===== src/prs_pkg.sv =====
// shared types, constants and codes of the projection profile run segmenter
package prs_pkg;

  localparam int IDX_W      = 12;
  localparam int CNT_W      = 13;
  localparam int CFG_IDX_W  = 2;
  localparam int CFG_DATA_W = 12;

  localparam int MAX_LANES = 4096;
  localparam int CNT_MAX   = (1 << CNT_W) - 1;
  localparam int CNT_LIM   = (MAX_LANES < CNT_MAX) ? MAX_LANES : CNT_MAX;

  localparam int OPQ_DEPTH = 4;
  localparam int OPQ_PTR_W = $clog2(OPQ_DEPTH);
  localparam int OPQ_CNT_W = $clog2(OPQ_DEPTH + 1);

  localparam int DIV_STEPS = CNT_W;
  localparam int DIV_CNT_W = $clog2(DIV_STEPS);

  localparam logic [CFG_IDX_W-1:0] CFG_FIRST_LANE   = CFG_IDX_W'(0);
  localparam logic [CFG_IDX_W-1:0] CFG_CLOSE_AT_END = CFG_IDX_W'(1);

  // one queued operation: a run record or a summary request
  typedef struct packed {
    logic             is_summary;
    logic [IDX_W-1:0] run_first;
    logic [IDX_W-1:0] run_last;
    logic [CNT_W-1:0] run_count;
    logic [CNT_W-1:0] gap_total;
    logic             last;
  } op_t;

  typedef struct packed {
    logic push0;
    logic push1;
    op_t  op0;
    op_t  op1;
  } opq_push_t;

  typedef struct packed {
    logic empty;
    logic room2;
  } opq_stat_t;

  typedef enum logic [1:0] {
    BK_IDLE,
    BK_DIV,
    BK_OUT
  } back_state_t;

endpackage


===== src/prs_if.sv =====
// channel interfaces: pixel input, result output, configuration write
interface prs_pixel_if;
  logic valid;
  logic ready;
  logic pixel_dark;
  logic lane_end;
  logic region_end;
  modport source (output valid, pixel_dark, lane_end, region_end, input ready);
  modport sink   (input valid, pixel_dark, lane_end, region_end, output ready);
endinterface

interface prs_result_if;
  logic                       valid;
  logic                       ready;
  logic                       is_summary;
  logic [prs_pkg::IDX_W-1:0]  run_first;
  logic [prs_pkg::IDX_W-1:0]  run_last;
  logic [prs_pkg::CNT_W-1:0]  run_count;
  logic [prs_pkg::IDX_W-1:0]  average_gap;
  logic                       last;
  modport source (output valid, is_summary, run_first, run_last, run_count, average_gap, last,
                  input ready);
  modport sink   (input valid, is_summary, run_first, run_last, run_count, average_gap, last,
                  output ready);
endinterface

interface prs_cfg_if;
  logic                            valid;
  logic                            ready;
  logic [prs_pkg::CFG_IDX_W-1:0]   index;
  logic [prs_pkg::CFG_DATA_W-1:0]  data;
  modport source (output valid, index, data, input ready);
  modport sink   (input valid, index, data, output ready);
endinterface


===== src/prs_front.sv =====
// front: accepts pixels, tracks lanes and runs, queues run and summary operations
module prs_front (
  input  logic                clk,
  input  logic                rst_n,
  prs_pixel_if.sink           in_ch,
  prs_cfg_if.sink             cfg_ch,
  input  prs_pkg::opq_stat_t  q_stat,
  output prs_pkg::opq_push_t  q_push
);

  logic [prs_pkg::IDX_W-1:0] first_lane_r;
  logic                      close_r;

  logic [prs_pkg::IDX_W-1:0] lane_index_r, lane_index_nxt;
  logic                      lane_ink_r, lane_ink_nxt;
  logic                      in_run_r, in_run_nxt;
  logic [prs_pkg::IDX_W-1:0] run_start_r, run_start_nxt;
  logic [prs_pkg::IDX_W-1:0] prev_last_r, prev_last_nxt;
  logic [prs_pkg::CNT_W-1:0] runs_r, runs_nxt;
  logic [prs_pkg::CNT_W-1:0] gap_total_r, gap_total_nxt;
  logic                      busy_r, busy_nxt;

  logic                      accept;
  logic                      ink;
  logic [prs_pkg::IDX_W-1:0] gap;
  logic [prs_pkg::CNT_W:0]   gap_sum;
  logic                      run_out;
  logic [prs_pkg::IDX_W-1:0] run_out_first;

  assign in_ch.ready  = q_stat.room2;
  assign cfg_ch.ready = 1'b1;
  assign accept       = in_ch.valid && q_stat.room2;

  assign ink     = lane_ink_r | in_ch.pixel_dark;
  assign gap     = lane_index_r - prev_last_r;
  assign gap_sum = {1'b0, gap_total_r} + (prs_pkg::CNT_W + 1)'(gap);

  always_comb begin
    lane_index_nxt = lane_index_r;
    lane_ink_nxt   = ink;
    in_run_nxt     = in_run_r;
    run_start_nxt  = run_start_r;
    prev_last_nxt  = prev_last_r;
    runs_nxt       = runs_r;
    gap_total_nxt  = gap_total_r;
    busy_nxt       = 1'b1;
    run_out        = 1'b0;
    run_out_first  = run_start_r;
    q_push         = '0;

    if (in_ch.lane_end || in_ch.region_end) begin
      if (ink) begin
        if (!in_run_r) begin
          in_run_nxt    = 1'b1;
          run_start_nxt = lane_index_r;
          if (runs_r != '0) begin
            gap_total_nxt = gap_sum[prs_pkg::CNT_W] ? prs_pkg::CNT_W'(prs_pkg::CNT_MAX)
                                                    : gap_sum[prs_pkg::CNT_W-1:0];
          end
        end
      end else if (in_run_r) begin
        in_run_nxt    = 1'b0;
        run_out       = 1'b1;
        prev_last_nxt = lane_index_r;
        if (runs_r < prs_pkg::CNT_W'(prs_pkg::CNT_LIM)) runs_nxt = runs_r + 1'b1;
      end
      lane_ink_nxt = 1'b0;

      if (in_ch.region_end) begin
        // close a run still open at the final lane when close_at_end is set
        if (in_run_nxt && close_r) begin
          run_out       = 1'b1;
          run_out_first = run_start_nxt;
          if (runs_nxt < prs_pkg::CNT_W'(prs_pkg::CNT_LIM)) runs_nxt = runs_nxt + 1'b1;
        end
      end else begin
        lane_index_nxt = lane_index_r + 1'b1;
      end
    end

    // queue entries: run record first, summary after it
    if (run_out) begin
      q_push.push0            = accept;
      q_push.op0.is_summary   = 1'b0;
      q_push.op0.run_first    = run_out_first;
      q_push.op0.run_last     = lane_index_r;
      q_push.op0.last         = !in_ch.region_end;
    end
    if (in_ch.region_end) begin
      if (run_out) begin
        q_push.push1           = accept;
        q_push.op1.is_summary  = 1'b1;
        q_push.op1.run_count   = runs_nxt;
        q_push.op1.gap_total   = gap_total_nxt;
        q_push.op1.last        = 1'b1;
      end else begin
        q_push.push0           = accept;
        q_push.op0.is_summary  = 1'b1;
        q_push.op0.run_count   = runs_nxt;
        q_push.op0.gap_total   = gap_total_nxt;
        q_push.op0.last        = 1'b1;
      end
      // region state clears for the next region
      lane_index_nxt = first_lane_r;
      in_run_nxt     = 1'b0;
      run_start_nxt  = '0;
      prev_last_nxt  = '0;
      runs_nxt       = '0;
      gap_total_nxt  = '0;
      busy_nxt       = 1'b0;
    end
  end

  always_ff @(posedge clk) begin
    if (!rst_n) begin
      first_lane_r <= '0;
      close_r      <= 1'b1;
      lane_index_r <= '0;
      lane_ink_r   <= 1'b0;
      in_run_r     <= 1'b0;
      run_start_r  <= '0;
      prev_last_r  <= '0;
      runs_r       <= '0;
      gap_total_r  <= '0;
      busy_r       <= 1'b0;
    end else begin
      // start lane reloads at once while no pixel of the region has arrived
      if (cfg_ch.valid && (cfg_ch.index == prs_pkg::CFG_FIRST_LANE) && !busy_r) begin
        lane_index_r <= cfg_ch.data[prs_pkg::IDX_W-1:0];
      end else if (accept) begin
        lane_index_r <= lane_index_nxt;
      end
      if (accept) begin
        lane_ink_r   <= lane_ink_nxt;
        in_run_r     <= in_run_nxt;
        run_start_r  <= run_start_nxt;
        prev_last_r  <= prev_last_nxt;
        runs_r       <= runs_nxt;
        gap_total_r  <= gap_total_nxt;
        busy_r       <= busy_nxt;
      end
      if (cfg_ch.valid) begin
        case (cfg_ch.index)
          prs_pkg::CFG_FIRST_LANE:   first_lane_r <= cfg_ch.data[prs_pkg::IDX_W-1:0];
          prs_pkg::CFG_CLOSE_AT_END: close_r <= cfg_ch.data[0];
          default: ;
        endcase
      end
    end
  end

endmodule


===== src/prs_op_fifo.sv =====
// operation queue between front and back, up to two pushes and one pop a cycle
module prs_op_fifo (
  input  logic                clk,
  input  logic                rst_n,
  input  prs_pkg::opq_push_t  q_push,
  output prs_pkg::opq_stat_t  q_stat,
  input  logic                pop,
  output prs_pkg::op_t        head
);

  prs_pkg::op_t                  mem_r [prs_pkg::OPQ_DEPTH];
  logic [prs_pkg::OPQ_PTR_W-1:0] wr_ptr_r, rd_ptr_r;
  logic [prs_pkg::OPQ_CNT_W-1:0] count_r;
  logic [prs_pkg::OPQ_PTR_W-1:0] wr_ptr1;
  logic [prs_pkg::OPQ_CNT_W-1:0] n_push;

  assign wr_ptr1 = wr_ptr_r + 1'b1;
  assign n_push  = prs_pkg::OPQ_CNT_W'(q_push.push0) + prs_pkg::OPQ_CNT_W'(q_push.push1);

  assign q_stat.empty = (count_r == '0);
  assign q_stat.room2 = (count_r <= prs_pkg::OPQ_CNT_W'(prs_pkg::OPQ_DEPTH - 2));
  assign head         = mem_r[rd_ptr_r];

  always_ff @(posedge clk) begin
    if (q_push.push0) mem_r[wr_ptr_r] <= q_push.op0;
    if (q_push.push1) mem_r[wr_ptr1]  <= q_push.op1;
  end

  always_ff @(posedge clk) begin
    if (!rst_n) begin
      wr_ptr_r <= '0;
      rd_ptr_r <= '0;
      count_r  <= '0;
    end else begin
      wr_ptr_r <= wr_ptr_r + prs_pkg::OPQ_PTR_W'(n_push);
      if (pop) rd_ptr_r <= rd_ptr_r + 1'b1;
      count_r <= count_r + n_push - prs_pkg::OPQ_CNT_W'(pop);
    end
  end

endmodule


===== src/prs_back.sv =====
// back: turns queued operations into result items, with a serial divider for the average gap
module prs_back (
  input  logic                clk,
  input  logic                rst_n,
  input  prs_pkg::opq_stat_t  q_stat,
  input  prs_pkg::op_t        head,
  output logic                pop,
  prs_result_if.source        out_ch
);

  prs_pkg::back_state_t state_r, state_nxt;

  prs_pkg::op_t                  hold_r;
  logic [prs_pkg::IDX_W-1:0]     avg_r;
  logic [prs_pkg::CNT_W-1:0]     rem_r, quo_r, div_r;
  logic [prs_pkg::DIV_CNT_W-1:0] step_r;

  logic                          need_div;
  logic                          div_done;
  logic [prs_pkg::CNT_W:0]       trial;
  logic                          fits;
  logic [prs_pkg::CNT_W-1:0]     rem_step;
  logic [prs_pkg::CNT_W-1:0]     quo_step;

  assign need_div = head.is_summary && (head.run_count > prs_pkg::CNT_W'(1));
  assign div_done = (step_r == prs_pkg::DIV_CNT_W'(prs_pkg::DIV_STEPS - 1));

  // restoring division, one quotient bit a cycle
  assign trial    = {rem_r, quo_r[prs_pkg::CNT_W-1]};
  assign fits     = (trial >= {1'b0, div_r});
  assign rem_step = fits ? prs_pkg::CNT_W'(trial - {1'b0, div_r}) : trial[prs_pkg::CNT_W-1:0];
  assign quo_step = {quo_r[prs_pkg::CNT_W-2:0], fits};

  always_comb begin
    state_nxt = state_r;
    unique case (state_r)
      prs_pkg::BK_IDLE: if (!q_stat.empty) state_nxt = need_div ? prs_pkg::BK_DIV
                                                               : prs_pkg::BK_OUT;
      prs_pkg::BK_DIV:  if (div_done) state_nxt = prs_pkg::BK_OUT;
      prs_pkg::BK_OUT:  if (out_ch.ready) state_nxt = prs_pkg::BK_IDLE;
      default:          state_nxt = prs_pkg::BK_IDLE;
    endcase
  end

  always_comb begin
    pop          = 1'b0;
    out_ch.valid = 1'b0;
    unique case (state_r)
      prs_pkg::BK_IDLE: pop = !q_stat.empty;
      prs_pkg::BK_OUT:  out_ch.valid = 1'b1;
      default: ;
    endcase
  end

  assign out_ch.is_summary  = hold_r.is_summary;
  assign out_ch.run_first   = hold_r.is_summary ? '0 : hold_r.run_first;
  assign out_ch.run_last    = hold_r.is_summary ? '0 : hold_r.run_last;
  assign out_ch.run_count   = hold_r.is_summary ? hold_r.run_count : '0;
  assign out_ch.average_gap = hold_r.is_summary ? avg_r : '0;
  assign out_ch.last        = hold_r.last;

  always_ff @(posedge clk) begin
    if (!rst_n) state_r <= prs_pkg::BK_IDLE;
    else        state_r <= state_nxt;
  end

  always_ff @(posedge clk) begin
    if (pop) begin
      hold_r <= head;
      avg_r  <= '0;
      rem_r  <= '0;
      quo_r  <= head.gap_total;
      div_r  <= head.run_count;
      step_r <= '0;
    end else if (state_r == prs_pkg::BK_DIV) begin
      rem_r  <= rem_step;
      quo_r  <= quo_step;
      step_r <= step_r + 1'b1;
      if (div_done) avg_r <= quo_step[prs_pkg::IDX_W-1:0];
    end
  end

endmodule


===== src/projection_profile_run_segmenter.sv =====
// top level of the projection profile run segmenter
//
//  channel  dir  handshake        item
//  in_ch    in   valid/ready      pixel_dark, lane_end, region_end
//  out_ch   out  valid/ready      is_summary, run_first, run_last, run_count, average_gap, last
//  cfg_ch   in   valid/ready      index (0 first_lane_index, 1 close_at_end), data
//
// pixels are taken one per cycle while the operation queue has room for two entries
// a run record is written into the operation queue and popped into the back end's hold
// register before out_ch offers it; each result item holds the back end through its idle
// and output states, and a summary with two or more runs also passes the bit-serial divide state
// out_ch stalls back up through the four-entry queue to in_ch; cfg_ch is always ready
// rst_n is synchronous active low and clears control state; no clearing pass is needed
module projection_profile_run_segmenter (
  input  logic     clk,
  input  logic     rst_n,
  prs_pixel_if.sink    in_ch,
  prs_result_if.source out_ch,
  prs_cfg_if.sink      cfg_ch
);

  // queue traffic between the front and back ends
  prs_pkg::opq_push_t q_push;
  prs_pkg::opq_stat_t q_stat;
  prs_pkg::op_t       head;
  logic               pop;

  // lane and run tracking, configuration registers
  prs_front u_front (
    .clk    (clk),
    .rst_n  (rst_n),
    .in_ch  (in_ch),
    .cfg_ch (cfg_ch),
    .q_stat (q_stat),
    .q_push (q_push)
  );

  // decouples pixel intake from result delivery and division
  prs_op_fifo u_fifo (
    .clk    (clk),
    .rst_n  (rst_n),
    .q_push (q_push),
    .q_stat (q_stat),
    .pop    (pop),
    .head   (head)
  );

  // result formatting and average gap division
  prs_back u_back (
    .clk    (clk),
    .rst_n  (rst_n),
    .q_stat (q_stat),
    .head   (head),
    .pop    (pop),
    .out_ch (out_ch)
  );

endmodule

===== src/flat_wrapper.sv =====
// flat-port wrapper written by rule: the top's interface ports become plain ports
module projection_profile_run_segmenter_flat 
  (clk, rst_n, in_ch_valid, in_ch_pixel_dark, in_ch_lane_end, in_ch_region_end, in_ch_ready, out_ch_valid, out_ch_is_summary, out_ch_run_first, out_ch_run_last, out_ch_run_count, out_ch_average_gap, out_ch_last, out_ch_ready, cfg_ch_valid, cfg_ch_index, cfg_ch_data, cfg_ch_ready);
  prs_pixel_if in_ch_i ();
  prs_result_if out_ch_i ();
  prs_cfg_if cfg_ch_i ();
  input  logic clk;
  input  logic rst_n;
  input wire logic [$bits(in_ch_i.valid)-1:0] in_ch_valid;
  input wire logic [$bits(in_ch_i.pixel_dark)-1:0] in_ch_pixel_dark;
  input wire logic [$bits(in_ch_i.lane_end)-1:0] in_ch_lane_end;
  input wire logic [$bits(in_ch_i.region_end)-1:0] in_ch_region_end;
  output wire logic [$bits(in_ch_i.ready)-1:0] in_ch_ready;
  output wire logic [$bits(out_ch_i.valid)-1:0] out_ch_valid;
  output wire logic [$bits(out_ch_i.is_summary)-1:0] out_ch_is_summary;
  output wire logic [$bits(out_ch_i.run_first)-1:0] out_ch_run_first;
  output wire logic [$bits(out_ch_i.run_last)-1:0] out_ch_run_last;
  output wire logic [$bits(out_ch_i.run_count)-1:0] out_ch_run_count;
  output wire logic [$bits(out_ch_i.average_gap)-1:0] out_ch_average_gap;
  output wire logic [$bits(out_ch_i.last)-1:0] out_ch_last;
  input wire logic [$bits(out_ch_i.ready)-1:0] out_ch_ready;
  input wire logic [$bits(cfg_ch_i.valid)-1:0] cfg_ch_valid;
  input wire logic [$bits(cfg_ch_i.index)-1:0] cfg_ch_index;
  input wire logic [$bits(cfg_ch_i.data)-1:0] cfg_ch_data;
  output wire logic [$bits(cfg_ch_i.ready)-1:0] cfg_ch_ready;
  assign in_ch_i.valid = in_ch_valid;
  assign in_ch_i.pixel_dark = in_ch_pixel_dark;
  assign in_ch_i.lane_end = in_ch_lane_end;
  assign in_ch_i.region_end = in_ch_region_end;
  assign in_ch_ready = in_ch_i.ready;
  assign out_ch_valid = out_ch_i.valid;
  assign out_ch_is_summary = out_ch_i.is_summary;
  assign out_ch_run_first = out_ch_i.run_first;
  assign out_ch_run_last = out_ch_i.run_last;
  assign out_ch_run_count = out_ch_i.run_count;
  assign out_ch_average_gap = out_ch_i.average_gap;
  assign out_ch_last = out_ch_i.last;
  assign out_ch_i.ready = out_ch_ready;
  assign cfg_ch_i.valid = cfg_ch_valid;
  assign cfg_ch_i.index = cfg_ch_index;
  assign cfg_ch_i.data = cfg_ch_data;
  assign cfg_ch_ready = cfg_ch_i.ready;
  projection_profile_run_segmenter u_core (.clk(clk), .rst_n(rst_n), .in_ch(in_ch_i), .out_ch(out_ch_i), .cfg_ch(cfg_ch_i));
endmodule

===== config.mk =====
export PLATFORM = sky130hd
export DESIGN_NAME = projection_profile_run_segmenter_flat
export DESIGN_NICKNAME = d
export VERILOG_FILES = /design/src/prs_pkg.sv /design/src/prs_if.sv /design/src/prs_front.sv /design/src/prs_op_fifo.sv /design/src/prs_back.sv /design/src/projection_profile_run_segmenter.sv /design/src/flat_wrapper.sv
export SDC_FILE = /design/constraint.sdc
export NUM_CORES = 1
export LEC_CHECK = 0
export BUFFER_PORTS_ARGS = -buffer_cell sky130_fd_sc_hd__buf_2
export CORE_MARGIN = 2
export CORE_UTILIZATION = 61
export CTS_CLUSTER_SIZE = 12
export DETAILED_ROUTE_END_ITERATION = 7
export PLACE_DENSITY_LB_ADDON = 0.08
export SLEW_MARGIN = 20
export SYNTH_ARGS = -nofsm -noshare
export SYNTH_HDL_FRONTEND = slang
export SYNTH_HIERARCHICAL = 1
export SYNTH_SLANG_ARGS = --single-unit

===== constraint.sdc =====
create_clock -name clk -period 19.28 [get_ports clk]
set_input_delay 3.856 -clock clk [delete_from_list [all_inputs] [get_ports clk]]
set_output_delay 3.856 -clock clk [all_outputs]
set_load 0.02 [all_outputs]

==> run summary, run 1 <==
buffer and inverter count on the worst path = 4
leading cell type by number of instances after synthesis = sky130_fd_sc_hd__edfxtp_1
number of antenna violations at the first check in global routing = 0
Core ar. = 0.03336 mm^2
Worst Max-Slew Pin Slew = 1.112 ns
fill cell total of the finished layout = 2554
max incr delay on CP = 0.85 ns
IO Count = 76
clock net sink count = 378
fraction of registers with async set or reset after synthesis = 0%
Crit Path Category = input pin to flop
met3 routing resource usage after global routing = 3.257%
aggregate routed wire length = 46.98 mm
most frequent cell on the critical path = sky130_fd_sc_hd__buf_4
clock slew at the register clock pins of the worst setup and hold paths = 0.06 ns
post-detailed-route wirelength per cell = 20.83 um
critical-path cell list = buf_2, o211ai_1, o21ai_1, buf_4, nand2_1, buf_4, nor2_1, nor3b_4, buf_4, mux2_2
DIE HEIGHT = 187.6 um
number of instances in the synthesized netlist = 1750
total overflow reported by the global router = 0
fraction of layout cells with a size suffix above 1 = 25.46%
worst hold path class = flop to flop
power per unit of standard cell area = 116.0 mW/mm^2
count of yosys warnings during synthesis = 6
area used by sequential logic in the layout = 0.01018 mm^2
count of input and output buffers = 74
Starting Density = 61.64%
RSZ-0062 raised after global routing = false
count of flip-flops with a built-in enable after synthesis = 260
count of instances resized after the clock tree is built = 0
area occupied by multi-input gates = 0.009563 mm^2
first-pass GRT wire length = 74.63 mm
status = finished clean
worst-case clock skew = 0.01382 ns
number of optimization iterations in the first detailed-route pass = 6
vias in the first global route = 13404
insertion delay to the later sink of the worst-skew pair = 0.53 ns
Initial DRC Count = 1032
max_slew headroom = 25.67%
Inserted Clock Buffers = 42
achievable frequency = 0.1274 GHz
Final period util = 40.71%
drc violations = 0
number of max-slew violations in the final report = 0
total negative slack for setup checks = 0 ns
nature of the critical path startpoint = input pin
number of distinct library cells after synthesis = 85
data arrival time at the worst-slack endpoint = 8.12 ns
Max-Cap Viols = 0
number of endpoints failing setup at the final stage = 0
area fraction of the dominant cell type after synthesis = 37.96%
Area growth syn-to-layout = 8.730%
Hold-fix buffers, CTS = 0
met2 GRT Util = 42.83%
highest ir drop seen on vdd = 0.1275 mV
cell taking the most area after synthesis = sky130_fd_sc_hd__edfxtp_1
number of buffers on the longest clock path = 3
number of hold violations in the final report = 0
count of H-tree levels built during CTS = 2
Hold Worst Slack = 0.4468 ns
synthesized area per cell = 11.75 um^2
cell family with the largest share of critical-path delay = buffers and inverters
Crit-path slowest cell = sky130_fd_sc_hd__nor3b_4
die area = 0.03520 mm^2
met1 routing resource usage after global routing = 39.34%
cell chosen for the clock root = sky130_fd_sc_hd__clkbuf_16
required time of the critical path = 19.55 ns
ANT nets after route = 0
GR peak layer = met2
horizontal die dimension = 187.6 um
register area share after synthesis = 49.45%
Leakage = 8.416 nW
Total GRT Usage = 26.82%
Max FO, Critical Path = 51
total via count in the routed design = 13686
top cells by area, synth = sky130_fd_sc_hd__edfxtp_1 (38%), sky130_fd_sc_hd__mux2_2 (12%), sky130_fd_sc_hd__dfxtp_1 (11%), sky130_fd_sc_hd__mux4_2 (5.7%), sky130_fd_sc_hd__ha_1 (2.9%)
per-cell via count in the routed design = 6.069
Seq cells post-synth = 378
crit end category = flop
Cell Rows = 67
Top FF cell, synth = sky130_fd_sc_hd__edfxtp_1
post-route minimum period = 7.848 ns
Setup Fix Bufs, Post-CTS = 0
Synth Cell Area = 0.02057 mm^2
Post-layout nets = 1848
number of diodes added for antenna fixing = 0
largest net degree at the start of global routing = 72
Routability Congestion = 0.8672
leading post-synthesis cells by instance count = sky130_fd_sc_hd__edfxtp_1 (260), sky130_fd_sc_hd__mux2_2 (219), sky130_fd_sc_hd__nand2_1 (144), sky130_fd_sc_hd__dfxtp_1 (118), sky130_fd_sc_hd__nor2_1 (116)
post-detailed-placement half-perimeter wirelength = 30.33 mm
TritonCTS clock tree = built
[logic make-up after synthesis]
| group | synth area share, % |
|---|---|
| compound gates | 9.375 |
| other cells | 0.03651 |
| xor+xnor | 2.281 |
| mux | 18.54 |
| fa+ha+maj | 3.309 |
| buf+inv | 4.696 |
| simple gates | 12.32 |
| flops | 49.45 |
[metrics by stage]
stage               area [um^2]  cells  util (%)  setup slack, ns  total power (W)
finish                    22360   2255     67.03            11.43         0.002595
global route              22360   2255     67.03            11.24         0.002718
CTS                       22360   2255     67.02            11.53         0.002613
detailed placement        21040   2178     63.05            11.00         0.001843
global placement          21040   2178     63.05            11.10         0.001830
floorplan                 20650   1773         -            10.31         0.001648
[worst reg2reg max path, delay by kind of cell (launching register included)]
family	cells	cell delay [ns]
buf+inv	3	0.43
compound gates	9	2.23
xor+xnor	1	0.12
flops	1	0.42
mux	1	0.31
fa+ha+maj	3	0.78
simple gates	2	0.36
[sequential cells by signal, summed over array words and instances, names as in the netlist, 2 cells and up, named ones only]
signal	count
u_core/u_back/avg_r	12
u_core/u_back/div_r	13
u_core/u_back/hold_r	24
u_core/u_back/quo_r	13
u_core/u_back/rem_r	13
u_core/u_back/state_r	2
u_core/u_back/step_r	4
u_core/u_fifo/count_r	3
u_core/u_fifo/mem_r	208
u_core/u_fifo/rd_ptr_r	2
u_core/u_fifo/wr_ptr_r	2
u_core/u_front/first_lane_r	12
u_core/u_front/gap_total_r	13
u_core/u_front/lane_index_r	12
u_core/u_front/prev_last_r	12
u_core/u_front/run_start_r	12
u_core/u_front/runs_r	13
[layout by cell type, fill, tap and decap left out, drive strengths merged, types with 5 or more instances in the layout]
cell / instances
o22ai: 6
o31ai: 9
a31oi: 19
buf: 96
and2: 45
and3: 10
nor2: 116
a22o: 16
a22oi: 13
clkbuf: 64
xor2: 19
edfxtp: 260
o211a: 5
nand3: 51
nand2b: 17
nand2: 145
clkinv: 9
nor3b: 10
nor2b: 47
dfxtp: 118
mux4: 52
o21a: 8
a21o: 13
nor4: 8
a21boi: 15
nor3: 26
xnor2: 31
nand3b: 5
inv: 55
o211ai: 13
conb: 25
a211oi: 14
mux2i: 13
mux2: 223
nand4: 12
a21oi: 48
o21ai: 59
ha: 48
[final cells by class]
| cell class | instances | share of cell area (%) |
|---|---|---|
| Sequential cell | 378 | 45.51 |
| Multi-Input combinational cell | 1202 | 42.76 |
| Clock buffer | 64 | 5.388 |
| Tap cell | 448 | 2.507 |
| Timing Repair Buffer | 96 | 2.395 |
| Inverter | 54 | 0.9064 |
| Clock inverter | 13 | 0.5315 |
[path summary, 6_finish.rpt]
kind / to / from / slack (ns) / cells after the start
setup reg to reg: u_core/u_fifo/mem_r[0][3] / u_core/u_front/lane_index_r[0] / 14.38 / 19
hold reg to reg: u_core/u_back/avg_r[3] / u_core/u_back/avg_r[3] / 0.45 / 2
setup / recovery: u_core/u_fifo/mem_r[1][5] / in_ch_region_end / 11.43 / 10
hold / removal: u_core/u_back/avg_r[3] / u_core/u_back/avg_r[3] / 0.45 / 2
[power by group]
| part | switching, W | total (W) | internal, W | leakage [nW] |
|---|---|---|---|---|
| sequential | 0.0000761 | 0.00109 | 0.00101 | 3.47 |
| combinational | 0.000444 | 0.000735 | 0.000291 | 4.30 |
| clock | 0.000312 | 0.000769 | 0.000457 | 0.648 |
| total | 0.000832 | 0.00259 | 0.00176 | 8.42 |
[routing by layer]
metal  share of wire (%)  routed length (um)
met1                  46               21590
met2                  46               21600
met4                 2.2                1038
met3                 5.9                2757
met5                   0                   0
No activity file was read; power rests on OpenSTA's default activity.
==> run 2, diff against run 1 <==
--- a/config.mk
+++ b/config.mk
@@ -7,7 +7,7 @@
 export LEC_CHECK = 0
 export BUFFER_PORTS_ARGS = -buffer_cell sky130_fd_sc_hd__buf_2
 export CORE_MARGIN = 2
-export CORE_UTILIZATION = 61
+export CORE_UTILIZATION = 57
 export CTS_CLUSTER_SIZE = 12
 export DETAILED_ROUTE_END_ITERATION = 7
 export PLACE_DENSITY_LB_ADDON = 0.08
==> constraint.sdc (replaced) <==
create_clock -name clk -period 7 [get_ports clk]
set_input_delay 1.4 -clock clk [delete_from_list [all_inputs] [get_ports clk]]
set_output_delay 1.4 -clock clk [all_outputs]
set_load 0.02 [all_outputs]
==> run 2 against run 1 <==
Via count grew 0.37%. First-iteration DRC count shrank 8.7%. Clock skew grew 0.0087 ns. Sequential power grew to 2.8 times the previous value. Count of clock-buffer cells in the layout shrank 6. Register-to-register slack lost 12 ns. Combinational power grew to 2.8 times the previous value. Die area grew 6.9%. Total power grew to 2.8 times the previous value. Critical endpoint is now u_core/u_fifo/mem_r[1][10]. Largest cell class unchanged.
==> run summary, run 2 (synthesis results as in run 1) <==
status = finished clean
Post-layout nets = 1853 (+0.27%)
area occupied by multi-input gates = 0.009562 mm^2 (about the same)
Max FO, Critical Path = 13 (-75%)
Crit Path Category = flop to flop
Initial DRC Count = 942 (-8.7%)
Worst Max-Slew Pin Slew = 1.096 ns (-0.01549 ns)
number of buffers on the longest clock path = 3 (unchanged)
Setup Fix Bufs, Post-CTS = 0 (unchanged)
data arrival time at the worst-slack endpoint = 5.38 ns (-2.74 ns)
count of input and output buffers = 74 (unchanged)
total via count in the routed design = 13737 (+0.37%)
Leakage = 8.443 nW (+0.32%)
fraction of layout cells with a size suffix above 1 = 25.64% (+0.18 points)
vias in the first global route = 13515 (+0.83%)
power per unit of standard cell area = 320.2 mW/mm^2 (+180%)
first-pass GRT wire length = 76.09 mm (+2.0%)
fill cell total of the finished layout = 2862 (+12%)
most used cells in the layout excluding fill and tap cells = sky130_fd_sc_hd__edfxtp_1 (260), sky130_fd_sc_hd__mux2_2 (219), sky130_fd_sc_hd__nand2_1 (144)
Routability Congestion = 0.9350 (+7.8%)
Core ar. = 0.03557 mm^2 (+6.6%)
TritonCTS clock tree = built
area used by sequential logic in the layout = 0.01018 mm^2 (unchanged)
clock slew at the register clock pins of the worst setup and hold paths = 0.06 ns (about the same)
Cell Rows = 69 (+3.0%)
number of endpoints failing setup at the final stage = 0 (unchanged)
horizontal die dimension = 194.0 um (+3.4%)
number of optimization iterations in the first detailed-route pass = 5 (-1)
RSZ-0062 raised after global routing = false
count of H-tree levels built during CTS = 2 (unchanged)
Inserted Clock Buffers = 42 (unchanged)
nature of the critical path startpoint = flop
worst-case clock skew = 0.02256 ns (+0.008733 ns)
max_slew headroom = 26.65% (+0.98 points)
Starting Density = 57.82% (-3.8 points)
drc violations = 0 (unchanged)
Area growth syn-to-layout = 9.040%
IO Count = 76 (unchanged)
highest ir drop seen on vdd = 0.6521 mV (+410%)
post-detailed-placement half-perimeter wirelength = 30.62 mm (+0.95%)
number of antenna violations at the first check in global routing = 2 (+2)
most common library cell in the layout ignoring fill and taps = sky130_fd_sc_hd__edfxtp_1
cell chosen for the clock root = sky130_fd_sc_hd__clkbuf_16
Final period util = 70.98%
insertion delay to the later sink of the worst-skew pair = 0.56 ns (+0.03 ns)
registers with the most flip-flops = u_core/u_fifo/mem_r: 208 flops, u_core/u_back/hold_r: 24 flops
max incr delay on CP = 0.81 ns (-0.04 ns)
Max-Cap Viols = 0 (unchanged)
per-cell via count in the routed design = 6.046 (-0.38%)
total negative slack for setup checks = 0 ns (unchanged)
Placement Setup Slack = 2.128 ns (-8.874 ns)
DIE HEIGHT = 194.0 um (+3.4%)
count of instances resized after the clock tree is built = 0 (unchanged)
register with the most flip-flops = u_core/u_fifo/mem_r
Hold-fix buffers, CTS = 0 (unchanged)
critical-path cell list = inv_1, ha_1, inv_1, fa_1, a21o_1, a21oi_1, o21bai_1, a2111o_1, a31o_2, a21oi_1, xnor2_1, ha_1, nand4_1, o21ai_1, nor2_1, a211oi_1, mux2_2
ANT nets after route = 0 (unchanged)
crit end category = flop
die area = 0.03762 mm^2 (+6.9%)
number of flip-flops under the largest register name = 208 (unchanged)
number of max-slew violations in the final report = 0 (unchanged)
total overflow reported by the global router = 0 (unchanged)
number of hold violations in the final report = 0 (unchanged)
clock net sink count = 378 (unchanged)
Total GRT Usage = 25.41% (-1.4 points)
required time of the critical path = 7.41 ns (-12.14 ns)
achievable frequency = 0.2013 GHz
setup slack after layout = 2.031 ns (-9.400 ns)
post-route minimum period = 4.969 ns
largest net degree at the start of global routing = 63 (-13%)
aggregate routed wire length = 47.56 mm (+1.2%)
worst hold path class = flop to flop
Crit-path slowest cell = sky130_fd_sc_hd__o21ai_1
post-detailed-route wirelength per cell = 20.93 um (+0.48%)
==> run 2: worst paths after layout <==
check / depth (start not counted) / startpoint / to / slack [ns]
setup / recovery: 17 / u_core/u_front/lane_index_r[0] / u_core/u_fifo/mem_r[1][10] / 2.03
hold / removal: 2 / u_core/u_back/avg_r[8] / u_core/u_back/avg_r[8] / 0.45
setup reg to reg: 17 / u_core/u_front/lane_index_r[0] / u_core/u_fifo/mem_r[1][10] / 2.03
hold reg to reg: 2 / u_core/u_back/avg_r[8] / u_core/u_back/avg_r[8] / 0.45
==> run 2: area by class of cell <==
cell class	count	share of cell area, %
Multi-Input combinational cell	1202	42.64
Sequential cell	378	45.38
Inverter	54	0.9038
Timing Repair Buffer	101	2.611
Clock buffer	58	5.133
Tap cell	461	2.572
Antenna cell	1	0.01116
Clock inverter	17	0.7532
==> run 2: report_power, final <==
group | switching, W | total, W | leakage [nW] | internal (W)
clock network | 0.000881 | 0.00214 | 0.650 | 0.00126
registers | 0.000216 | 0.00301 | 3.47 | 0.00279
logic | 0.00122 | 0.00203 | 4.33 | 0.000808
total | 0.00232 | 0.00718 | 8.44 | 0.00486
==> run 2: worst max-delay path, delay by kind of cell, from the launching register on <==
| kind | cells | cell delay [ns] |
|---|---|---|
| buffers and inverters | 2 | 0.19 |
| flip-flops | 1 | 0.40 |
| multiplexers | 1 | 0.25 |
| XOR/XNOR | 1 | 0.11 |
| AO/OA/AOI/OAI | 8 | 2.63 |
| AND/OR/NAND/NOR | 2 | 0.38 |
| adder cells (fa/ha/maj) | 3 | 0.85 |
==> run 2: metal layers <==
metal | up-vias | track usage [%] | wire length, um
met5 | - | 0 | 13
met4 | 2 | 7.239 | 1055
met3 | 72 | 3.775 | 2875
met2 | 410 | 39.89 | 21630
met1 | 6764 | 37.00 | 21990
li1 | 6489 | - | -
==> run 2: stage by stage <==
step	total power [W]	hold WS, ns	util (%)	instances	instance area [um^2]
floorplan	0.004540	0.4317	-	1773	20650
global placement	0.005057	0.4395	59.33	2196	21100
detailed placement	0.005094	0.4462	59.33	2196	21100
CTS	0.007247	0.4543	63.04	2271	22420
global route	0.007549	0.4797	63.04	2271	22420
finish	0.007180	0.4542	63.05	2272	22430
==> run 3, diff against run 2 <==
==> constraint.sdc (replaced) <==
create_clock -name clk -period 4.4 [get_ports clk]
set_input_delay 0.88 -clock clk [delete_from_list [all_inputs] [get_ports clk]]
set_output_delay 0.88 -clock clk [all_outputs]
set_load 0.02 [all_outputs]
==> run 3 against run 2 <==
Global-route usage down 0.14 points. Worst setup slack worse by 1.8 ns. Count of clock-buffer cells in the layout up 3. Sequential cell count unchanged. Critical path type unchanged. Sequential share of layout area decreased by 0.47 points. Via count grew 0.19%. Die area unchanged. Clock skew shrank 0.011 ns. First-iteration DRC count rose by 13%. Worst hold slack lost 0.0056 ns. Register-to-register slack got worse by 1.8 ns.
==> run summary, run 3 (synthesis results as in run 1) <==
number of hold violations in the final report = 0 (unchanged)
number of max-slew violations in the final report = 0 (unchanged)
Hold Worst Slack = 0.4486 ns (-0.005558 ns)
fraction of layout cells with a size suffix above 1 = 27.32% (+1.7 points)
DIE HEIGHT = 194.0 um (unchanged)
Cell Rows = 69 (unchanged)
Max FO, Critical Path = 13 (unchanged)
Routability Congestion = 0.9045 (-3.3%)
nature of the critical path startpoint = flop
Total GRT Usage = 25.27% (-0.14 points)
post-detailed-route wirelength per cell = 20.76 um (-0.82%)
register with the most flip-flops = u_core/u_fifo/mem_r
first-pass GRT wire length = 75.25 mm (-1.1%)
largest net degree at the start of global routing = 51 (-19%)
TritonCTS clock tree = built
total via count in the routed design = 13763 (+0.19%)
Starting Density = 57.82% (unchanged)
insertion delay to the later sink of the worst-skew pair = 0.55 ns (about the same)
number of endpoints failing setup at the final stage = 0 (unchanged)
highest ir drop seen on vdd = 0.9872 mV (+51%)
max_slew headroom = 25.29% (-1.4 points)
Initial DRC Count = 1067 (+13%)
post-detailed-placement half-perimeter wirelength = 31.41 mm (+2.6%)
number of buffers on the longest clock path = 3 (unchanged)
most common library cell in the layout ignoring fill and taps = sky130_fd_sc_hd__edfxtp_1
total negative slack for setup checks = 0 ns (unchanged)
number of flip-flops under the largest register name = 208 (unchanged)
Worst Max-Slew Pin Slew = 1.121 ns (+0.02455 ns)
slack of the worst reg-to-reg path = 0.24 ns (-1.79 ns)
number of optimization iterations in the first detailed-route pass = 6 (+1)
horizontal die dimension = 194.0 um (unchanged)
Placement Setup Slack = 0.03172 ns (-2.096 ns)
IO Count = 76 (unchanged)
worst hold path class = flop to flop
setup slack after layout = 0.2437 ns (-1.788 ns)
count of input and output buffers = 74 (unchanged)
ANT nets after route = 0 (unchanged)
aggregate routed wire length = 47.59 mm (about the same)
Inserted Clock Buffers = 42 (unchanged)
achievable frequency = 0.2406 GHz (+20%)
Area growth syn-to-layout = 10.17%
area occupied by multi-input gates = 0.009624 mm^2 (+0.65%)
vias in the first global route = 13389 (-0.93%)
Leakage = 8.579 nW (+1.6%)
worst-case clock skew = 0.01193 ns (-0.01063 ns)
per-cell via count in the routed design = 6.005 (-0.68%)
crit end category = flop
Crit Path Category = flop to flop
registers with the most flip-flops = u_core/u_fifo/mem_r: 208 flops, u_core/u_back/hold_r: 24 flops
power per unit of standard cell area = 505.7 mW/mm^2 (+58%)
post-route minimum period = 4.156 ns (-0.8125 ns)
status = finished clean
clock slew at the register clock pins of the worst setup and hold paths = 0.06 ns (about the same)
clock net sink count = 378 (unchanged)
die area = 0.03762 mm^2 (unchanged)
most used cells in the layout excluding fill and tap cells = sky130_fd_sc_hd__edfxtp_1 (260), sky130_fd_sc_hd__mux2_2 (219), sky130_fd_sc_hd__nand2_1 (144)
Post-layout nets = 1873 (+1.1%)
Core ar. = 0.03557 mm^2 (unchanged)
number of antenna violations at the first check in global routing = 3 (+1)
drc violations = 0 (unchanged)
Finished Core Util = 63.70% (+0.65 points)
area used by sequential logic in the layout = 0.01018 mm^2 (unchanged)
count of H-tree levels built during CTS = 2 (unchanged)
data arrival time at the worst-slack endpoint = 4.46 ns (-0.92 ns)
cell chosen for the clock root = sky130_fd_sc_hd__clkbuf_16
Max-Cap Viols = 0 (unchanged)
fill cell total of the finished layout = 2810 (-1.8%)
total overflow reported by the global router = 0 (unchanged)
Final period util = 94.46% (+23 points)
Hold-fix buffers, CTS = 0 (unchanged)
Final Total Pwr = 0.01146 W (+60%)
required time of the critical path = 4.70 ns (-2.71 ns)
Setup Fix Bufs, Post-CTS = 0 (unchanged)
## run 3: critical path, cell delays in order, from the launching register on
cell and delay, ns:
sky130_fd_sc_hd__dfxtp_1 0.31, sky130_fd_sc_hd__inv_1 0.07, sky130_fd_sc_hd__ha_1 0.14, sky130_fd_sc_hd__inv_1 0.06, sky130_fd_sc_hd__fa_1 0.39, sky130_fd_sc_hd__a21o_1 0.18
sky130_fd_sc_hd__a21oi_2 0.16, sky130_fd_sc_hd__o21bai_1 0.09, sky130_fd_sc_hd__a2111o_1 0.43, sky130_fd_sc_hd__a31o_2 0.25, sky130_fd_sc_hd__a21oi_2 0.16, sky130_fd_sc_hd__xnor2_1 0.10
sky130_fd_sc_hd__ha_1 0.22, sky130_fd_sc_hd__a21oi_2 0.18, sky130_fd_sc_hd__nand2b_4 0.16, sky130_fd_sc_hd__o21ai_0 0.08, sky130_fd_sc_hd__buf_4 0.20, sky130_fd_sc_hd__nor3b_2 0.32
sky130_fd_sc_hd__nor3_2 0.12, sky130_fd_sc_hd__mux2_2 0.29
## run 3: metal layers
| layer | up-vias | GRT usage [%] | routed length [um] |
|---|---|---|---|
| met3 | 60 | 3.879 | 2543 |
| met5 | - | 0 | 11 |
| met1 | 6813 | 37.01 | 22250 |
| met4 | 2 | 5.780 | 726 |
| met2 | 360 | 40.00 | 22060 |
| li1 | 6528 | - | - |
## run 3: layout make-up
| cell class | instances | area share [%] |
|---|---|---|
| inverters | 54 | 0.8945 |
| flip-flops and latches | 378 | 44.91 |
| diodes | 1 | 0.01104 |
| well taps | 461 | 2.546 |
| repair buffers | 121 | 3.357 |
| clock inverters | 14 | 0.4417 |
| clock buffers | 61 | 5.362 |
| multi-input cells | 1202 | 42.47 |
## run 3: through the flow
step           std cells  instance area [um^2]
2_1_floorplan       1773                 20660
3_3_place_gp        2216                 21280
3_5_place_dp        2216                 21280
4_1_cts             2291                 22590
5_1_grt             2291                 22660
6_report            2292                 22660
## run 3: timing repair
action,in CTS,in global routing
gates cloned,0,0
pin swaps,0,1
resized for setup,1,13
endpoints found under the setup margin,2,48
## run 3: worst paths after layout
kind,startpoint,to,depth (start not counted)
worst max-delay path,u_core/u_front/lane_index_r[0],u_core/u_fifo/mem_r[1][11],19
worst min-delay path,u_core/u_back/avg_r[6],u_core/u_back/avg_r[6],2
worst max register to register,u_core/u_front/lane_index_r[0],u_core/u_fifo/mem_r[1][11],19
worst min register to register,u_core/u_back/avg_r[6],u_core/u_back/avg_r[6],2
## run 3: power breakdown
group / switching (W) / internal, W / leakage (nW)
clock network: 0.00139 / 0.00197 / 0.652
logic: 0.00203 / 0.00132 / 4.46
registers: 0.000302 / 0.00444 / 3.47
total: 0.00373 / 0.00773 / 8.58
